==> src/rtl/crc16x_pkg.sv <==
// Package for the CRC-16/X.25 generate/check block.
// Holds item types, queue sizing constants and the byte-wide CRC update.
// No dependencies.
package crc16x_pkg;

    localparam logic [15:0] CRC_PRESET   = 16'hFFFF;
    localparam logic [15:0] CRC_POLY_REF = 16'h8408;

    localparam int unsigned QUEUE_DEPTH = 4;
    localparam int unsigned QUEUE_AW    = $clog2(QUEUE_DEPTH);
    localparam int unsigned QUEUE_CW    = $clog2(QUEUE_DEPTH + 1);

    typedef struct packed {
        logic [7:0] data_byte;
        logic       first_byte;
        logic       last_byte;
        logic       check_mode;
    } in_item_t;

    typedef struct packed {
        logic [15:0] crc_value;
        logic        crc_ok;
        logic        too_short;
    } out_item_t;

    typedef struct packed {
        logic       valid;
        logic       ready;
    } q_hs_t;

    function automatic logic [15:0] crc_feed(input logic [15:0] crc, input logic [7:0] b);
        logic [15:0] c;
        c = crc ^ {8'h00, b};
        for (int k = 0; k < 8; k++) begin
            if (c[0]) begin
                c = (c >> 1) ^ CRC_POLY_REF;
            end else begin
                c = c >> 1;
            end
        end
        return c;
    endfunction

endpackage

==> src/rtl/crc16x_front.sv <==
// Front end: accepts input items, tracks message framing and drops stray bytes.
// Depends on crc16x_pkg.
module crc16x_front (
    input  logic                aclk,
    input  logic                aresetn,
    input  logic                s_valid,
    output logic                s_ready,
    input  crc16x_pkg::in_item_t s_data,
    output crc16x_pkg::q_hs_t   push_hs,
    input  logic                q_full,
    output crc16x_pkg::in_item_t push_item
);

    logic in_message_reg;
    logic in_message_next;
    logic accept;

    assign s_ready   = !q_full;
    assign accept    = s_valid && s_ready;
    assign push_item = s_data;

    always_comb begin
        push_hs.valid = accept && (s_data.first_byte || in_message_reg);
        push_hs.ready = s_ready;
    end

    always_comb begin
        in_message_next = in_message_reg;
        if (accept) begin
            if (s_data.first_byte) begin
                in_message_next = !s_data.last_byte;
            end else if (in_message_reg && s_data.last_byte) begin
                in_message_next = 1'b0;
            end
        end
    end

    always_ff @(posedge aclk) begin
        if (!aresetn) begin
            in_message_reg <= 1'b0;
        end else begin
            in_message_reg <= in_message_next;
        end
    end

endmodule

==> src/rtl/crc16x_queue.sv <==
// Short FIFO of classified items between the front end and the CRC engine.
// Depends on crc16x_pkg.
module crc16x_queue (
    input  logic                 aclk,
    input  logic                 aresetn,
    input  logic                 push,
    input  crc16x_pkg::in_item_t push_item,
    output logic                 full,
    input  logic                 pop,
    output logic                 not_empty,
    output crc16x_pkg::in_item_t pop_item
);

    crc16x_pkg::in_item_t              mem_reg [crc16x_pkg::QUEUE_DEPTH];
    logic [crc16x_pkg::QUEUE_AW-1:0]   wr_ptr_reg;
    logic [crc16x_pkg::QUEUE_AW-1:0]   wr_ptr_next;
    logic [crc16x_pkg::QUEUE_AW-1:0]   rd_ptr_reg;
    logic [crc16x_pkg::QUEUE_AW-1:0]   rd_ptr_next;
    logic [crc16x_pkg::QUEUE_CW-1:0]   count_reg;
    logic [crc16x_pkg::QUEUE_CW-1:0]   count_next;
    logic                              do_push;
    logic                              do_pop;

    assign full      = (count_reg == crc16x_pkg::QUEUE_CW'(crc16x_pkg::QUEUE_DEPTH));
    assign not_empty = (count_reg != '0);
    assign pop_item  = mem_reg[rd_ptr_reg];
    assign do_push   = push && !full;
    assign do_pop    = pop && not_empty;

    always_comb begin
        wr_ptr_next = wr_ptr_reg;
        rd_ptr_next = rd_ptr_reg;
        count_next  = count_reg;
        if (do_push) begin
            wr_ptr_next = (wr_ptr_reg == crc16x_pkg::QUEUE_AW'(crc16x_pkg::QUEUE_DEPTH - 1))
                          ? '0 : wr_ptr_reg + 1'b1;
        end
        if (do_pop) begin
            rd_ptr_next = (rd_ptr_reg == crc16x_pkg::QUEUE_AW'(crc16x_pkg::QUEUE_DEPTH - 1))
                          ? '0 : rd_ptr_reg + 1'b1;
        end
        if (do_push && !do_pop) begin
            count_next = count_reg + 1'b1;
        end else if (do_pop && !do_push) begin
            count_next = count_reg - 1'b1;
        end
    end

    always_ff @(posedge aclk) begin
        if (do_push) begin
            mem_reg[wr_ptr_reg] <= push_item;
        end
    end

    always_ff @(posedge aclk) begin
        if (!aresetn) begin
            wr_ptr_reg <= '0;
            rd_ptr_reg <= '0;
            count_reg  <= '0;
        end else begin
            wr_ptr_reg <= wr_ptr_next;
            rd_ptr_reg <= rd_ptr_next;
            count_reg  <= count_next;
        end
    end

endmodule

==> src/rtl/crc16x_back.sv <==
// Back end: CRC engine, two-byte hold-back for check mode and result register.
// Depends on crc16x_pkg.
module crc16x_back (
    input  logic                  aclk,
    input  logic                  aresetn,
    input  logic                  q_not_empty,
    input  crc16x_pkg::in_item_t  q_item,
    output logic                  q_pop,
    output logic                  m_valid,
    input  logic                  m_ready,
    output crc16x_pkg::out_item_t m_data
);

    logic [15:0]           crc_reg,   crc_next;
    logic [7:0]            held0_reg, held0_next;
    logic [7:0]            held1_reg, held1_next;
    logic [1:0]            count_reg, count_next;
    logic                  checking_reg, checking_next;
    logic                  m_valid_reg, m_valid_next;
    crc16x_pkg::out_item_t result_reg, result_next;

    logic [15:0] crc_base;
    logic [7:0]  held0_base;
    logic [7:0]  held1_base;
    logic [1:0]  count_base;
    logic [15:0] crc_inv;

    assign q_pop   = q_not_empty && (!m_valid_reg || m_ready);
    assign m_valid = m_valid_reg;
    assign m_data  = result_reg;

    always_comb begin
        crc_base      = q_item.first_byte ? crc16x_pkg::CRC_PRESET : crc_reg;
        held0_base    = q_item.first_byte ? 8'h00 : held0_reg;
        held1_base    = q_item.first_byte ? 8'h00 : held1_reg;
        count_base    = q_item.first_byte ? 2'd0 : count_reg;
        checking_next = q_item.first_byte ? q_item.check_mode : checking_reg;

        crc_next   = crc_base;
        held0_next = held0_base;
        held1_next = held1_base;
        count_next = count_base;
        if (checking_next) begin
            if (count_base < 2'd2) begin
                if (count_base[0]) begin
                    held1_next = q_item.data_byte;
                end else begin
                    held0_next = q_item.data_byte;
                end
                count_next = count_base + 2'd1;
            end else begin
                crc_next   = crc16x_pkg::crc_feed(crc_base, held0_base);
                held0_next = held1_base;
                held1_next = q_item.data_byte;
            end
        end else begin
            crc_next = crc16x_pkg::crc_feed(crc_base, q_item.data_byte);
        end

        crc_inv               = ~crc_next;
        result_next.crc_value = crc_inv;
        if (!checking_next) begin
            result_next.crc_ok    = 1'b1;
            result_next.too_short = 1'b0;
        end else if (count_next < 2'd2) begin
            result_next.crc_ok    = 1'b0;
            result_next.too_short = 1'b1;
        end else begin
            result_next.crc_ok    = ({held0_next, held1_next} == crc_inv);
            result_next.too_short = 1'b0;
        end
    end

    always_comb begin
        m_valid_next = m_valid_reg;
        if (m_valid_reg && m_ready) begin
            m_valid_next = 1'b0;
        end
        if (q_pop && q_item.last_byte) begin
            m_valid_next = 1'b1;
        end
    end

    always_ff @(posedge aclk) begin
        if (q_pop && q_item.last_byte) begin
            result_reg <= result_next;
        end
        if (q_pop) begin
            held0_reg <= held0_next;
            held1_reg <= held1_next;
        end
    end

    always_ff @(posedge aclk) begin
        if (!aresetn) begin
            crc_reg      <= crc16x_pkg::CRC_PRESET;
            count_reg    <= 2'd0;
            checking_reg <= 1'b0;
            m_valid_reg  <= 1'b0;
        end else begin
            if (q_pop) begin
                crc_reg      <= crc_next;
                count_reg    <= count_next;
                checking_reg <= checking_next;
            end
            m_valid_reg <= m_valid_next;
        end
    end

endmodule

==> src/rtl/crc16_x25_generate_check_top.sv <==
// CRC-16/X.25 generate/check block: top level joining front end, queue and CRC engine.
// A last byte's result is written to the result register, with m_valid, when the byte leaves the queue.
// Throughput: one byte per cycle while the queue is not full; the byte-wide CRC update sets it.
// A 4-entry queue absorbs output stalls; input stalls only when it is full.
// Reset (aresetn low, synchronous) empties the queue and closes any open message.
// Depends on crc16x_pkg, crc16x_front, crc16x_queue, crc16x_back.
module crc16_x25_generate_check_top (
    input  logic                  aclk,
    input  logic                  aresetn,
    input  logic                  s_valid,
    output logic                  s_ready,
    input  crc16x_pkg::in_item_t  s_data,
    output logic                  m_valid,
    input  logic                  m_ready,
    output crc16x_pkg::out_item_t m_data
);

    crc16x_pkg::q_hs_t    push_hs;
    crc16x_pkg::in_item_t push_item;
    crc16x_pkg::in_item_t pop_item;
    logic                 q_full;
    logic                 q_not_empty;
    logic                 q_pop;

    crc16x_front u_front (
        .aclk      (aclk),
        .aresetn   (aresetn),
        .s_valid   (s_valid),
        .s_ready   (s_ready),
        .s_data    (s_data),
        .push_hs   (push_hs),
        .q_full    (q_full),
        .push_item (push_item)
    );

    crc16x_queue u_queue (
        .aclk      (aclk),
        .aresetn   (aresetn),
        .push      (push_hs.valid && push_hs.ready),
        .push_item (push_item),
        .full      (q_full),
        .pop       (q_pop),
        .not_empty (q_not_empty),
        .pop_item  (pop_item)
    );

    crc16x_back u_back (
        .aclk        (aclk),
        .aresetn     (aresetn),
        .q_not_empty (q_not_empty),
        .q_item      (pop_item),
        .q_pop       (q_pop),
        .m_valid     (m_valid),
        .m_ready     (m_ready),
        .m_data      (m_data)
    );

endmodule

==> config.mk <==
export PLATFORM = sky130hd
export DESIGN_NAME = crc16_x25_generate_check_top
export DESIGN_NICKNAME = d
export VERILOG_FILES = /design/src/rtl/crc16x_pkg.sv /design/src/rtl/crc16x_front.sv /design/src/rtl/crc16x_queue.sv /design/src/rtl/crc16x_back.sv /design/src/rtl/crc16_x25_generate_check_top.sv
export SDC_FILE = /design/constraint.sdc
export NUM_CORES = 1
export LEC_CHECK = 0
export BUFFER_PORTS_ARGS = -buffer_cell sky130_fd_sc_hd__buf_2
export CAP_MARGIN = 20
export CORE_MARGIN = 2
export CORE_UTILIZATION = 66
export DETAILED_ROUTE_END_ITERATION = 8
export PLACE_DENSITY_LB_ADDON = 0.25
export SYNTH_ARGS = -nofsm -noshare
export SYNTH_HDL_FRONTEND = slang
export SYNTH_SLANG_ARGS = --single-unit
export TNS_END_PERCENT = 1
==> constraint.sdc <==
create_clock -name aclk -period 8.42 [get_ports aclk]
set_input_delay 0 -clock aclk [delete_from_list [all_inputs] [get_ports aclk]]
set_output_delay 0 -clock aclk [all_outputs]
set_load 0.005 [all_outputs]
Word-level counts from Yosys, hierarchy flattened
Memory sizes are Yosys's and may differ from the RTL's. A register that Yosys moved wholly into a read port is not among the register bits.
Cells that the tools add are included.
- memory bits (writable): 44
- word-level logic and storage cells: 132
- register bits after elaboration: 62
- bits of input ports: 15
- memories: 1
- output and inout bits: 20
- memories (name ; words ; bits a word ; rd ports ; clocked after memory_dff ; write ports ; RTL line ; source):
    u_queue.mem_reg ; 4 ; 11 ; 1 ; 1 ; 1 ; crc16x_queue.sv:14 ; crc16x_pkg::in_item_t mem_reg [crc16x_pkg::QUEUE_DEPTH];
- bitwise operators: 19
- reduce and logical (&&, ||, !) cells: 23
- $add $sub $neg: 5
- multiplexer cells: 65
- $lt $le $gt $ge: 2
- equal/unequal tests: 4
- operator list (cell ; number):
    $mux W16 ; 40
    $mux W8 ; 8
    $not A2 Y3 ; 16
    $xor A16 B8 Y16 ; 2
    $eq A16 B16 Y1 ; 1
    $mux W2 ; 8
    $not A16 Y16 ; 1
    $logic_and A1 B1 Y1 ; 11
    $mux W1 ; 7
    $add A2 B1 Y2 const B ; 3
    $mux W3 ; 2
    $reduce_bool A2 Y1 ; 3
    $logic_not A1 Y1 ; 5
    $eq A2 B2 Y1 const B ; 2
    $lt A2 B2 Y1 const B ; 2
    $add A3 B1 Y3 const B ; 1
    $eq A3 B3 Y1 const B ; 1
    $reduce_bool A3 Y1 ; 1
    $sub A3 B1 Y3 const B ; 1
    $logic_or A1 B1 Y1 ; 2
    $reduce_and A2 Y1 ; 1

Longest topological paths before layout
Gate-level depths: netlist of the first run.
- word-level depth: 37
- gate-level depth with buffers: 12
- depth with buffers taken out: 10

By module
From an unflattened synthesis of the first run, not the netlist that was laid out.
- cell total of the unflattened synthesis: 520
- area, all modules: 5909.4 µm²
- by module, submodules not included (module ; cells an instance ; sequential area each (µm²) ; times used ; area an instance (µm²)):
    crc16x_back ; 393 ; 1421.4 ; 1 ; 3689.8
    crc16x_queue ; 108 ; 1501.4 ; 1 ; 2063.2
    crc16x_front ; 18 ; 20.0 ; 1 ; 150.1
    crc16_x25_generate_check_top ; 1 ; 0.0 ; 1 ; 6.3

Worst setup path after synthesis of the first run
No wires, ideal clock.
- path kind: reg2reg
- start point: reg with a tool-made name
- end point: reg u_back.result_reg (netlist bit u_back.m_data[1]), data pin
- required time: 8251 ps
- period minus slack after synthesis: 3133 ps
- cell stages (with the launch flop): 10
- data arrival time: 2964 ps
- library setup time: 169 ps
- buffers on the path: 1
- path slack: 5287 ps
- cell sequence: dfxtp_1 buf_6 mux4_1 xnor2_2 xnor3_1 nor2_1 mux2_2 nor4b_2 nand4_1 o31ai_1
- RTL lines (what ; RTL line ; source):
    to (signal assigned) ; crc16x_back.sv:86 ; result_reg <= result_next;
    to (decl) ; crc16x_back.sv:20 ; crc16x_pkg::out_item_t result_reg, result_next;

==> results of run 1 <==
==> worst paths after layout <==
check | from | endpoint | slack (ns) | cells after the start
worst min register to register | u_front.in_message_reg | u_front.in_message_reg | 0.48 | 2
worst max register to register | register | u_back.m_data[1] | 4.38 | 8
worst min-delay path | s_valid | u_front.in_message_reg | 0.04 | 4
worst max-delay path | register | u_back.m_data[1] | 4.38 | 8
==> timing repair <==
| action | 4_1_cts | 5_1_grt |
|---|---|---|
| hold buffers | 12 | 0 |
| endpoints found under the hold margin | 46 | 0 |
| endpoints found under the setup margin | 0 | 0 |
==> worst register-to-register path, stage by stage, from the launching register on <==
cell and delay, ns:
sky130_fd_sc_hd__dfxtp_1 0.76, sky130_fd_sc_hd__mux4_1 0.94, sky130_fd_sc_hd__mux2i_1 0.98, sky130_fd_sc_hd__nor3_1 0.22
sky130_fd_sc_hd__a21o_1 0.24, sky130_fd_sc_hd__a21o_1 0.19, sky130_fd_sc_hd__xnor2_1 0.15, sky130_fd_sc_hd__nand4_1 0.12
sky130_fd_sc_hd__o31ai_1 0.27
==> through the flow <==
step | setup WS, ns | utilization | cells | area, um2 | hold slack, ns
3_5_place_dp | 4.49 | 0.685 | 651 | 6270 | 0.215
2_1_floorplan | 5.29 | - | 543 | 6140 | 0.0989
6_report | 4.38 | 0.717 | 680 | 6570 | 0.0356
4_1_cts | 4.47 | 0.717 | 679 | 6560 | 0.0248
5_1_grt | 4.18 | 0.717 | 680 | 6570 | 0.0950
3_3_place_gp | 4.63 | 0.685 | 651 | 6270 | 0.207
==> cell usage after synthesis (8+ instances only) <==
| master | n |
|---|---|
| sky130_fd_sc_hd__mux2i_1 | 19 |
| sky130_fd_sc_hd__o21ai_0 | 21 |
| sky130_fd_sc_hd__xnor2_1 | 42 |
| sky130_fd_sc_hd__clkbuf_1 | 26 |
| sky130_fd_sc_hd__edfxtp_1 | 78 |
| sky130_fd_sc_hd__nor2_1 | 37 |
| sky130_fd_sc_hd__and2_1 | 13 |
| sky130_fd_sc_hd__dfxtp_1 | 30 |
| sky130_fd_sc_hd__mux4_1 | 10 |
| sky130_fd_sc_hd__inv_1 | 14 |
| sky130_fd_sc_hd__a21oi_1 | 14 |
| sky130_fd_sc_hd__nand2_1 | 48 |
| sky130_fd_sc_hd__nor3_1 | 18 |
| sky130_fd_sc_hd__nor2b_1 | 8 |
| sky130_fd_sc_hd__o211ai_1 | 18 |
| sky130_fd_sc_hd__xor2_1 | 17 |
==> per-layer routing <==
metal	track usage	vias up	part of all wire
met2	0.526	214	0.49
li1	-	2025	-
met5	0	-	0
met1	0.390	2125	0.40
met3	0.0458	50	0.068
met4	0.142	0	0.042
==> power by group through the flow <==
stage	Combinational, W	Sequential [W]	Clock, W
2_1_floorplan	0.00140	0.000887	0
3_3_place_gp	0.00170	0.000958	0
3_5_place_dp	0.00173	0.000963	0
4_1_cts	0.00175	0.000950	0.000294
5_1_grt	0.00191	0.000974	0.000316
6_report	0.00178	0.000952	0.000292
==> area by class of cell <==
cell class | count | area [um2]
fill | 662 | 2590
inverter | 14 | 52.6
multi-input combinational | 381 | 2940
sequential | 108 | 2940
tap | 111 | 139
timing repair buffer | 50 | 320
clock inverter | 7 | 48.8
clock buffer | 9 | 124
==> logic make-up after synthesis <==
logic type,share of synthesized area
AND/OR/NAND/NOR,0.125
multiplexers,0.0903
AO/OA/AOI/OAI,0.126
buffers and inverters,0.0422
flip-flops,0.479
XOR/XNOR,0.120
adder cells (fa/ha/maj),0.0175
==> run_summary.xml, run 1 <==
<?xml version="1.0" encoding="UTF-8"?>
<metrics>
  <group name="timing">
    <metric name="max_freq" unit="GHz">0.248</metric>
    <metric name="tightest_slew" unit="ns">1.10</metric>
    <metric name="slew_headroom" unit="">0.248</metric>
    <metric name="hold_viol_final" unit="">0</metric>
    <metric name="final.period_utilization" unit="">0.479</metric>
    <metric name="finalCriticalPeriod" unit="ns">4.04</metric>
    <metric name="rsz0062_at_grt" unit="">false</metric>
    <metric name="fin_tns_setup" unit="ns">0</metric>
    <metric name="setup_violations" unit="">0</metric>
    <metric name="finClkSkew" unit="ns">0.00833</metric>
    <metric name="timing.final.max_slew_violations" unit="">0</metric>
  </group>
  <group name="power">
    <metric name="p_seq_frac" unit="">0.315</metric>
    <metric name="power_switching" unit="W">0.00137</metric>
    <metric name="p_int" unit="W">0.00166</metric>
    <metric name="p_sw_frac" unit="">0.451</metric>
    <metric name="cellPowerDensity" unit="nW/um2">461</metric>
    <metric name="static-leakage-power" unit="nW">2.51</metric>
    <metric name="power.share.clock" unit="">0.096</metric>
    <metric name="p_total" unit="W">0.00303</metric>
    <metric name="vdd.ir_drop.worst" unit="mV">0.178</metric>
    <metric name="share_comb_of_total_power" unit="">0.589</metric>
  </group>
  <group name="cts">
    <metric name="tritoncts" unit="">yes</metric>
    <metric name="worstSkewPairLatency" unit="ns">0.37</metric>
    <metric name="cts.repair.resized" unit="">0</metric>
    <metric name="post_cts_setup_buffer_count" unit="">0</metric>
    <metric name="root_buffer" unit="">sky130_fd_sc_hd__clkbuf_8</metric>
    <metric name="clock_sinks" unit="">108</metric>
    <metric name="cts.htree.levels" unit="">3</metric>
    <metric name="tritoncts.num_buffers" unit="">9</metric>
    <metric name="worst_setup_hold_path_clk_slew" unit="ns">0.10</metric>
    <metric name="cts-root-to-sink-buffers" unit="">2</metric>
  </group>
  <group name="synth">
    <metric name="yosysWarningCount" unit="">0</metric>
    <metric name="synth_cells" unit="">543</metric>
    <metric name="yosys.area.top_type_share" unit="">0.381</metric>
    <metric name="yosysTopAreaCell" unit="">sky130_fd_sc_hd__edfxtp_1</metric>
    <metric name="synth.cell_area" unit="um2">6140</metric>
    <metric name="synth.ff_latch_count" unit="">108</metric>
    <metric name="yosys.cell_types.count" unit="">68</metric>
    <metric name="synth_ff_type" unit="">sky130_fd_sc_hd__edfxtp_1</metric>
    <metric name="synthTopCellsByArea" unit="">sky130_fd_sc_hd__edfxtp_1 (38%), sky130_fd_sc_hd__dfxtp_1 (9.8%), sky130_fd_sc_hd__xnor2_1 (6.0%)</metric>
    <metric name="edff_count_synth" unit="">78</metric>
    <metric name="synth.net_count" unit="">566</metric>
    <metric name="ys_async_rst_share" unit="">0</metric>
    <metric name="syn-mean-instance-area" unit="um2">11.3</metric>
    <metric name="yosysSeqAreaShare" unit="">0.479</metric>
  </group>
  <group name="grt">
    <metric name="grt_remaining_overflow" unit="">0</metric>
    <metric name="grt_pass1_vias" unit="">4288</metric>
    <metric name="grt_pass1_wl" unit="mm">23.2</metric>
    <metric name="globalRouteTotalUtil" unit="">0.308</metric>
    <metric name="grt_antenna_before_repair" unit="">0</metric>
    <metric name="grt_start_max_net_pins" unit="">58</metric>
  </group>
  <group name="setup_path">
    <metric name="critical_path_arrival" unit="ns">4.23</metric>
    <metric name="worst_path_most_repeated_cell" unit="">sky130_fd_sc_hd__a21o_1</metric>
    <metric name="critical_path.startpoint_type" unit="">register</metric>
    <metric name="max_stage_delay" unit="ns">0.97</metric>
    <metric name="cp.buffers_inverters" unit="">0</metric>
    <metric name="crit_path_cell_trace" unit="">mux4_1 &gt; mux2i_1 &gt; nor3_1 &gt; a21o_1 &gt; a21o_1 &gt; xnor2_1 &gt; nand4_1 &gt; o31ai_1</metric>
    <metric name="kind_of_cell_adding_the_most_delay_to_the_critical_path" unit="">multiplexers</metric>
    <metric name="critical_setup_path_class" unit="">register to register</metric>
    <metric name="worst-path-max-fanout" unit="">14</metric>
    <metric name="crit_slowest_cell" unit="">sky130_fd_sc_hd__mux2i_1</metric>
    <metric name="cp-end-kind" unit="">register</metric>
    <metric name="required" unit="ns">8.62</metric>
  </group>
  <group name="floorplan">
    <metric name="chipHeight" unit="um">100</metric>
    <metric name="fp.dieArea" unit="um2">10100</metric>
    <metric name="top_level_ports" unit="">35</metric>
    <metric name="fp.dieW" unit="um">100</metric>
    <metric name="floorplan.initialDensity" unit="">0.671</metric>
    <metric name="design.core.area" unit="um2">9150</metric>
    <metric name="placement_rows" unit="">35</metric>
  </group>
  <group name="layout">
    <metric name="antennaDiodeCount" unit="">0</metric>
    <metric name="final_common_cell" unit="">sky130_fd_sc_hd__edfxtp_1</metric>
    <metric name="most-common-layout-cells" unit="">sky130_fd_sc_hd__edfxtp_1 (78), sky130_fd_sc_hd__nand2_1 (48), sky130_fd_sc_hd__xnor2_1 (42)</metric>
    <metric name="largest_register_ffs" unit="">44</metric>
    <metric name="layout.nets" unit="">587</metric>
    <metric name="layout-area-overhead-vs-synth" unit="%">6.93</metric>
    <metric name="layout-drive-gt1-share" unit="">0.130</metric>
  </group>
  <group name="drt">
    <metric name="post_drt_wl_per_cell" unit="um">21.9</metric>
    <metric name="routed_wl" unit="mm">14.9</metric>
    <metric name="detailroute.via_count" unit="">4414</metric>
    <metric name="detailedRoute.firstPassIterationCount" unit="">5</metric>
    <metric name="drc" unit="">0</metric>
    <metric name="final_antenna_net_count" unit="">0</metric>
    <metric name="detail_route.vias_per_cell" unit="">6.49</metric>
    <metric name="detail_route.iter0.violations" unit="">445</metric>
  </group>
  <group name="place">
    <metric name="gpl.final_weighted_congestion" unit="">1.08</metric>
    <metric name="total_half_perimeter_wirelength_after_legalization_and_detailed_placement" unit="mm">10.4</metric>
    <metric name="port-buffer-count" unit="">34</metric>
  </group>
  <group name="job">
    <metric name="max_cap_viol_count" unit="">0</metric>
  </group>
  <group name="worst_hold_path">
    <metric name="timing.hold.worst.class" unit="">input pin to register</metric>
  </group>
  <group name="outcome">
    <metric name="run_status" unit="">completed</metric>
  </group>
</metrics>
Power figures use the tool's default switching activity.
==> inputs of run 2 (changes only) <==
- CORE_UTILIZATION: 66 -> 61
- clock period: 8.42 -> 3.9 ns (I/O delays scaled with it)
==> run_summary.xml, run 2 (synthesized netlist as in run 1, its figures left out) <==
<?xml version="1.0" encoding="UTF-8"?>
<metrics>
  <group name="timing">
    <metric name="fin_tns_setup" unit="ns">0</metric>
    <metric name="setup_violations" unit="">0</metric>
    <metric name="max_freq" unit="GHz">0.294</metric>
    <metric name="rsz0062_at_grt" unit="">false</metric>
    <metric name="timing.final.max_slew_violations" unit="">0</metric>
    <metric name="hold_viol_final" unit="">0</metric>
    <metric name="tightest_slew" unit="ns">1.06</metric>
    <metric name="finClkSkew" unit="ns">0.0153</metric>
    <metric name="setup_slack" unit="ns">0.493</metric>
    <metric name="final.period_utilization" unit="">0.874</metric>
    <metric name="finalCriticalPeriod" unit="ns">3.41</metric>
    <metric name="slew_headroom" unit="">0.286</metric>
  </group>
  <group name="layout">
    <metric name="layout.nets" unit="">598</metric>
    <metric name="layout-drive-gt1-share" unit="">0.145</metric>
    <metric name="antennaDiodeCount" unit="">0</metric>
    <metric name="filler_cell_count" unit="">732</metric>
    <metric name="most-common-layout-cells" unit="">sky130_fd_sc_hd__edfxtp_1 (78), sky130_fd_sc_hd__nand2_1 (48), sky130_fd_sc_hd__xnor2_1 (42)</metric>
    <metric name="largest_register_ffs" unit="">44</metric>
    <metric name="final_design_area_no_fill" unit="um2">6740</metric>
    <metric name="final_common_cell" unit="">sky130_fd_sc_hd__edfxtp_1</metric>
    <metric name="final-instance-count-excl-fill" unit="">713</metric>
    <metric name="layout-area-overhead-vs-synth" unit="%">9.74</metric>
  </group>
  <group name="drt">
    <metric name="detailedRoute.firstPassIterationCount" unit="">5</metric>
    <metric name="routed_wl" unit="mm">15.4</metric>
    <metric name="detail_route.vias_per_cell" unit="">6.16</metric>
    <metric name="final_antenna_net_count" unit="">0</metric>
    <metric name="detail_route.iter0.violations" unit="">299</metric>
    <metric name="detailroute.via_count" unit="">4391</metric>
    <metric name="drc" unit="">0</metric>
    <metric name="post_drt_wl_per_cell" unit="um">21.6</metric>
  </group>
  <group name="cts">
    <metric name="worst_setup_hold_path_clk_slew" unit="ns">0.10</metric>
    <metric name="cts.htree.levels" unit="">3</metric>
    <metric name="clock_sinks" unit="">108</metric>
    <metric name="worstSkewPairLatency" unit="ns">0.40</metric>
    <metric name="tritoncts.num_buffers" unit="">9</metric>
    <metric name="cts-root-to-sink-buffers" unit="">2</metric>
    <metric name="cts.repair.resized" unit="">0</metric>
    <metric name="tritoncts" unit="">yes</metric>
    <metric name="root_buffer" unit="">sky130_fd_sc_hd__clkbuf_8</metric>
    <metric name="post_cts_setup_buffer_count" unit="">0</metric>
  </group>
  <group name="setup_path">
    <metric name="r2r_end" unit="">u_back.m_data[1]</metric>
    <metric name="required" unit="ns">4.13</metric>
    <metric name="worst-path-max-fanout" unit="">17</metric>
    <metric name="critical_path.startpoint_type" unit="">register</metric>
    <metric name="rrSetupSlack" unit="ns">0.49</metric>
    <metric name="critical_path_arrival" unit="ns">3.63</metric>
    <metric name="critical_setup_path_class" unit="">register to register</metric>
    <metric name="rr_worst_depth" unit="">9</metric>
    <metric name="cp-end-kind" unit="">register</metric>
  </group>
  <group name="place">
    <metric name="port-buffer-count" unit="">34</metric>
    <metric name="dpl-instance-area" unit="um2">6380</metric>
    <metric name="placed_cells" unit="">684</metric>
    <metric name="gpl.final_weighted_congestion" unit="">0.994</metric>
    <metric name="dpl_worst_slack" unit="ns">0.576</metric>
    <metric name="total_half_perimeter_wirelength_after_legalization_and_detailed_placement" unit="mm">10.7</metric>
  </group>
  <group name="floorplan">
    <metric name="fp.dieArea" unit="um2">10900</metric>
    <metric name="placement_rows" unit="">36</metric>
    <metric name="fp.dieW" unit="um">104</metric>
    <metric name="floorplan.initialDensity" unit="">0.628</metric>
    <metric name="design.core.area" unit="um2">9770</metric>
    <metric name="top_level_ports" unit="">35</metric>
    <metric name="chipHeight" unit="um">104</metric>
  </group>
  <group name="grt">
    <metric name="grt_pass1_vias" unit="">4306</metric>
    <metric name="grt_antenna_before_repair" unit="">0</metric>
    <metric name="grt_remaining_overflow" unit="">0</metric>
    <metric name="grt_start_max_net_pins" unit="">41</metric>
    <metric name="grt_pass1_wl" unit="mm">24.1</metric>
    <metric name="globalRouteTotalUtil" unit="">0.294</metric>
  </group>
  <group name="power">
    <metric name="p_seq_frac" unit="">0.297</metric>
    <metric name="power_switching" unit="W">0.00296</metric>
    <metric name="share_comb_of_total_power" unit="">0.586</metric>
    <metric name="cellPowerDensity" unit="nW/um2">1000</metric>
    <metric name="p_sw_frac" unit="">0.438</metric>
    <metric name="power.share.clock" unit="">0.117</metric>
    <metric name="static-leakage-power" unit="nW">2.59</metric>
    <metric name="p_int" unit="W">0.00380</metric>
    <metric name="vdd.ir_drop.worst" unit="mV">0.552</metric>
  </group>
  <group name="worst_hold_path">
    <metric name="timing.hold.worst.class" unit="">input pin to register</metric>
    <metric name="hp-start" unit="">aresetn</metric>
    <metric name="whs_path_cells" unit="">2</metric>
    <metric name="hold_critical_path_endpoint" unit="">u_back.crc_reg[15]</metric>
  </group>
  <group name="job">
    <metric name="max_cap_viol_count" unit="">0</metric>
  </group>
  <group name="outcome">
    <metric name="run_status" unit="">completed</metric>
  </group>
</metrics>
run 2: changes by cell type in the layout (fill, tap and decap cells not counted), sizes merged:
| cell | previous run | this run |
|---|---|---|
| clkinvlp | 2 | 1 |
| inv | 17 | 16 |
| buf | 38 | 48 |
| bufinv | 0 | 2 |
| dlygate4sd3 | 12 | 13 |
run 2: power groups by stage:
stage	clock network (W)	logic, W	registers, W
3_5_place_dp	0	0.00388	0.00203
2_1_floorplan	0	0.00301	0.00192
4_1_cts	0.000793	0.00392	0.00201
3_3_place_gp	0	0.00382	0.00202
6_report	0.000789	0.00396	0.00201
5_1_grt	0.000835	0.00425	0.00205
run 2: final cells by class:
class                           instances  area [um2]  area share
Sequential cell                       108        2940       0.437
Multi-Input combinational cell        381        2940       0.436
Timing Repair Buffer                   61         405      0.0602
Tap cell                              133         166      0.0247
Clock buffer                            9         124      0.0184
Clock inverter                          7         109      0.0162
Inverter                               14        52.6     0.00780
run 2: critical path: stages (launching register included):
cell and delay (ns):
sky130_fd_sc_hd__dfxtp_1 0.42, sky130_fd_sc_hd__mux4_1 0.90, sky130_fd_sc_hd__mux2i_1 0.21, sky130_fd_sc_hd__buf_4 0.22, sky130_fd_sc_hd__nor3_1 0.40, sky130_fd_sc_hd__a21boi_0 0.38, sky130_fd_sc_hd__a21o_1 0.17, sky130_fd_sc_hd__xnor2_1 0.17
sky130_fd_sc_hd__nand4_1 0.12, sky130_fd_sc_hd__o31ai_1 0.24
run 2: worst max path at each step:
stage	to	slack, ns	cells after the start
after global placement	u_back.m_data[1]	0.63	9
after detailed placement	u_back.m_data[1]	0.58	9
final	u_back.m_data[1]	0.49	9
after floorplan	u_back.m_data[1]	0.77	9
after global routing	u_back.m_data[1]	0.30	9
after CTS	u_back.m_data[1]	0.52	9
run 2: timing repair:
action                                 in CTS  in global routing
setup endpoints to repair                   0                  0
hold buffers                               13                  0
endpoints found under the hold margin      46                  0
run 2: through the flow:
stage               hold slack (ns)   util  power (W)
global route                 0.0734  0.689    0.00714
global placement              0.211  0.652    0.00584
CTS                          0.0715  0.689    0.00672
detailed placement            0.223  0.652    0.00591
floorplan                    0.0989      -    0.00493
finish                       0.0661  0.689    0.00676
run 2: routing by layer:
metal | GRT usage | up-vias | wire (um) | share of wire
li1 | - | 2054 | - | -
met1 | 0.371 | 2126 | 6060 | 0.39
met2 | 0.499 | 171 | 7790 | 0.51
met3 | 0.0489 | 40 | 942 | 0.061
met4 | 0.130 | 0 | 586 | 0.038
met5 | 0 | - | 0 | 0
==> inputs of run 3 (changes only) <==
- ABC_AREA: not set -> 1
- CORE_UTILIZATION: 61 -> 62
- GPL_ROUTABILITY_DRIVEN: not set -> 0
==> run_summary.xml, run 3 <==
<?xml version="1.0" encoding="UTF-8"?>
<metrics>
  <group name="cts">
    <metric name="tritoncts" unit="">yes</metric>
    <metric name="cts.hold.buffers_added" unit="">15</metric>
    <metric name="worst_setup_hold_path_clk_slew" unit="ns">0.10</metric>
    <metric name="clock_sinks" unit="">108</metric>
    <metric name="tritoncts.num_buffers" unit="">9</metric>
    <metric name="cts.htree.levels" unit="">3</metric>
    <metric name="cts-root-to-sink-buffers" unit="">2</metric>
    <metric name="worstSkewPairLatency" unit="ns">0.39</metric>
    <metric name="cts.repair.resized" unit="">0</metric>
    <metric name="post_cts_setup_buffer_count" unit="">0</metric>
    <metric name="root_buffer" unit="">sky130_fd_sc_hd__clkbuf_8</metric>
  </group>
  <group name="setup_path">
    <metric name="worst-path-max-fanout" unit="">54</metric>
    <metric name="crit_slowest_cell" unit="">sky130_fd_sc_hd__nand2_4</metric>
    <metric name="worst_path_most_repeated_cell" unit="">sky130_fd_sc_hd__nand2_1</metric>
    <metric name="critical_path.startpoint_type" unit="">register</metric>
    <metric name="cp-end-kind" unit="">register</metric>
    <metric name="critical_setup_path_class" unit="">register to register</metric>
    <metric name="critical_path_arrival" unit="ns">3.48</metric>
    <metric name="required" unit="ns">4.15</metric>
    <metric name="max_stage_delay" unit="ns">0.48</metric>
    <metric name="crit_path_cell_trace" unit="">inv_2 &gt; nand3_2 &gt; nand2_4 &gt; nand2_1 &gt; inv_2 &gt; nand3_1 &gt; nand2_1 &gt; nand2_1 &gt; nand2_1 &gt; nand2_1 &gt; a21oi_1 &gt; nand2_1 &gt; nor2_1 &gt; nand4_1 &gt; nand2_1</metric>
  </group>
  <group name="synth">
    <metric name="yosys.area.top_type_share" unit="">0.358</metric>
    <metric name="post_synth_most_frequent_cells" unit="">sky130_fd_sc_hd__nand2_1 (323), sky130_fd_sc_hd__inv_1 (92), sky130_fd_sc_hd__nand3_1 (92)</metric>
    <metric name="ys_async_rst_share" unit="">0</metric>
    <metric name="most_frequently_used_cell_type_in_the_post_synthesis_netlist" unit="">sky130_fd_sc_hd__nand2_1</metric>
    <metric name="synth.net_count" unit="">921</metric>
    <metric name="yosysWarningCount" unit="">0</metric>
    <metric name="yosysSeqAreaShare" unit="">0.450</metric>
    <metric name="synthTopCellsByArea" unit="">sky130_fd_sc_hd__edfxtp_1 (36%), sky130_fd_sc_hd__nand2_1 (19%), sky130_fd_sc_hd__dfxtp_1 (9.2%)</metric>
    <metric name="yosys.cell_types.count" unit="">36</metric>
    <metric name="synth_cells" unit="">898</metric>
    <metric name="edff_count_synth" unit="">78</metric>
    <metric name="yosysTopAreaCell" unit="">sky130_fd_sc_hd__edfxtp_1</metric>
    <metric name="synth.cell_area" unit="um2">6540</metric>
    <metric name="syn-mean-instance-area" unit="um2">7.29</metric>
    <metric name="synth.ff_latch_count" unit="">108</metric>
    <metric name="synth_ff_type" unit="">sky130_fd_sc_hd__edfxtp_1</metric>
  </group>
  <group name="timing">
    <metric name="rsz0062_at_grt" unit="">false</metric>
    <metric name="tightest_slew" unit="ns">1.04</metric>
    <metric name="slew_headroom" unit="">0.301</metric>
    <metric name="hold_viol_final" unit="">0</metric>
    <metric name="setup_slack" unit="ns">0.675</metric>
    <metric name="fin_tns_setup" unit="ns">0</metric>
    <metric name="timing.final.max_slew_violations" unit="">0</metric>
    <metric name="max_freq" unit="GHz">0.310</metric>
    <metric name="finClkSkew" unit="ns">0.0128</metric>
    <metric name="final.period_utilization" unit="">0.827</metric>
    <metric name="setup_violations" unit="">0</metric>
    <metric name="finalCriticalPeriod" unit="ns">3.23</metric>
  </group>
  <group name="drt">
    <metric name="detail_route.vias_per_cell" unit="">5.85</metric>
    <metric name="post_drt_wl_per_cell" unit="um">15.9</metric>
    <metric name="detailedRoute.firstPassIterationCount" unit="">6</metric>
    <metric name="detail_route.iter0.violations" unit="">830</metric>
    <metric name="final_antenna_net_count" unit="">0</metric>
    <metric name="detailroute.via_count" unit="">6284</metric>
    <metric name="drc" unit="">0</metric>
    <metric name="routed_wl" unit="mm">17.1</metric>
  </group>
  <group name="layout">
    <metric name="largest_register_ffs" unit="">44</metric>
    <metric name="most-common-layout-cells" unit="">sky130_fd_sc_hd__nand2_1 (323), sky130_fd_sc_hd__inv_1 (92), sky130_fd_sc_hd__nand3_1 (92)</metric>
    <metric name="final_common_cell" unit="">sky130_fd_sc_hd__nand2_1</metric>
    <metric name="layout.nets" unit="">956</metric>
    <metric name="layout-area-overhead-vs-synth" unit="%">7.92</metric>
    <metric name="utilization" unit="">0.687</metric>
    <metric name="filler_cell_count" unit="">869</metric>
    <metric name="layout-drive-gt1-share" unit="">0.114</metric>
    <metric name="antennaDiodeCount" unit="">0</metric>
  </group>
  <group name="floorplan">
    <metric name="chipHeight" unit="um">107</metric>
    <metric name="floorplan.initialDensity" unit="">0.637</metric>
    <metric name="fp.dieW" unit="um">107</metric>
    <metric name="top_level_ports" unit="">35</metric>
    <metric name="fp.dieArea" unit="um2">11400</metric>
    <metric name="design.core.area" unit="um2">10300</metric>
    <metric name="placement_rows" unit="">37</metric>
  </group>
  <group name="grt">
    <metric name="globalRouteTotalUtil" unit="">0.311</metric>
    <metric name="grt_remaining_overflow" unit="">0</metric>
    <metric name="grt_start_max_net_pins" unit="">55</metric>
    <metric name="grt_antenna_before_repair" unit="">0</metric>
    <metric name="grt_pass1_wl" unit="mm">27.5</metric>
    <metric name="grt_pass1_vias" unit="">5807</metric>
  </group>
  <group name="place">
    <metric name="port-buffer-count" unit="">34</metric>
    <metric name="dpl_worst_slack" unit="ns">0.765</metric>
    <metric name="total_half_perimeter_wirelength_after_legalization_and_detailed_placement" unit="mm">12.0</metric>
  </group>
  <group name="outcome">
    <metric name="run_status" unit="">completed</metric>
  </group>
  <group name="job">
    <metric name="max_cap_viol_count" unit="">0</metric>
  </group>
  <group name="worst_hold_path">
    <metric name="timing.hold.worst.class" unit="">input pin to register</metric>
  </group>
</metrics>
run 3: cell types whose count changed after synthesis, sizes merged, moves of 15 or more:
cell | before | now
mux2i | 19 | 0
o211ai | 18 | 1
and2 | 15 | 0
a21oi | 14 | 38
o21ai | 22 | 74
clkbuf | 26 | 8
nor3 | 18 | 0
inv | 14 | 105
nand3 | 5 | 96
nand2 | 48 | 343
xor2 | 17 | 1
xnor2 | 45 | 1
nor2 | 37 | 74
run 3: worst paths after layout:
path	startpoint	to	slack [ns]	cells after the start
setup reg to reg	register	u_back.m_data[1]	0.67	15
setup / recovery	register	u_back.m_data[1]	0.67	15
hold reg to reg	u_back.crc_reg[11]	u_back.crc_reg[11]	0.49	2
hold / removal	s_data[10]	u_queue.mem_reg[1][10]	0.36	2
run 3: cells by family after synthesis:
family | Yosys count | share of synthesized area
fa+ha+maj | 8 | 0.0164
compound gates | 118 | 0.0947
flops | 108 | 0.450
simple gates | 526 | 0.341
buf+inv | 136 | 0.0943
xor+xnor | 2 | 0.00383
run 3: through the flow:
step | hold WS, ns | std cells | area [um2]
floorplan | 0.0979 | 898 | 6540
global placement | 0.197 | 1042 | 6700
detailed placement | 0.201 | 1042 | 6700
CTS | 0.348 | 1073 | 7050
global route | 0.345 | 1074 | 7060
finish | 0.356 | 1074 | 7060
run 3: worst max-delay path: cells and delay by family, from the launching register on:
kind | cells | cell delay (ns)
DFF | 1 | 0.46
AOI/OAI and AO/OA | 1 | 0.16
buffers and inverters | 2 | 0.75
and+or+nand+nor | 12 | 1.68
run 3: cell type report:
cell class,count,area (um2),share of cell area
multi-input cells,654,2990,0.424
flip-flops and latches,108,2940,0.417
inverters,106,398,0.0564
repair buffers,54,358,0.0507
well taps,136,170,0.0241
clock buffers,10,128,0.0181
clock inverters,6,71.3,0.0101
run 3: layer usage:
metal,routed length [um],share of wire,track usage
met5,0,0,0
met4,899,0.053,0.165
met3,1710,0.10,0.0669
met2,7910,0.46,0.498
met1,6590,0.39,0.397
Power of run 3 is left out: the tool's default activity adds up to more than one toggle a clock period on the data nets, which glitch-free logic cannot reach.
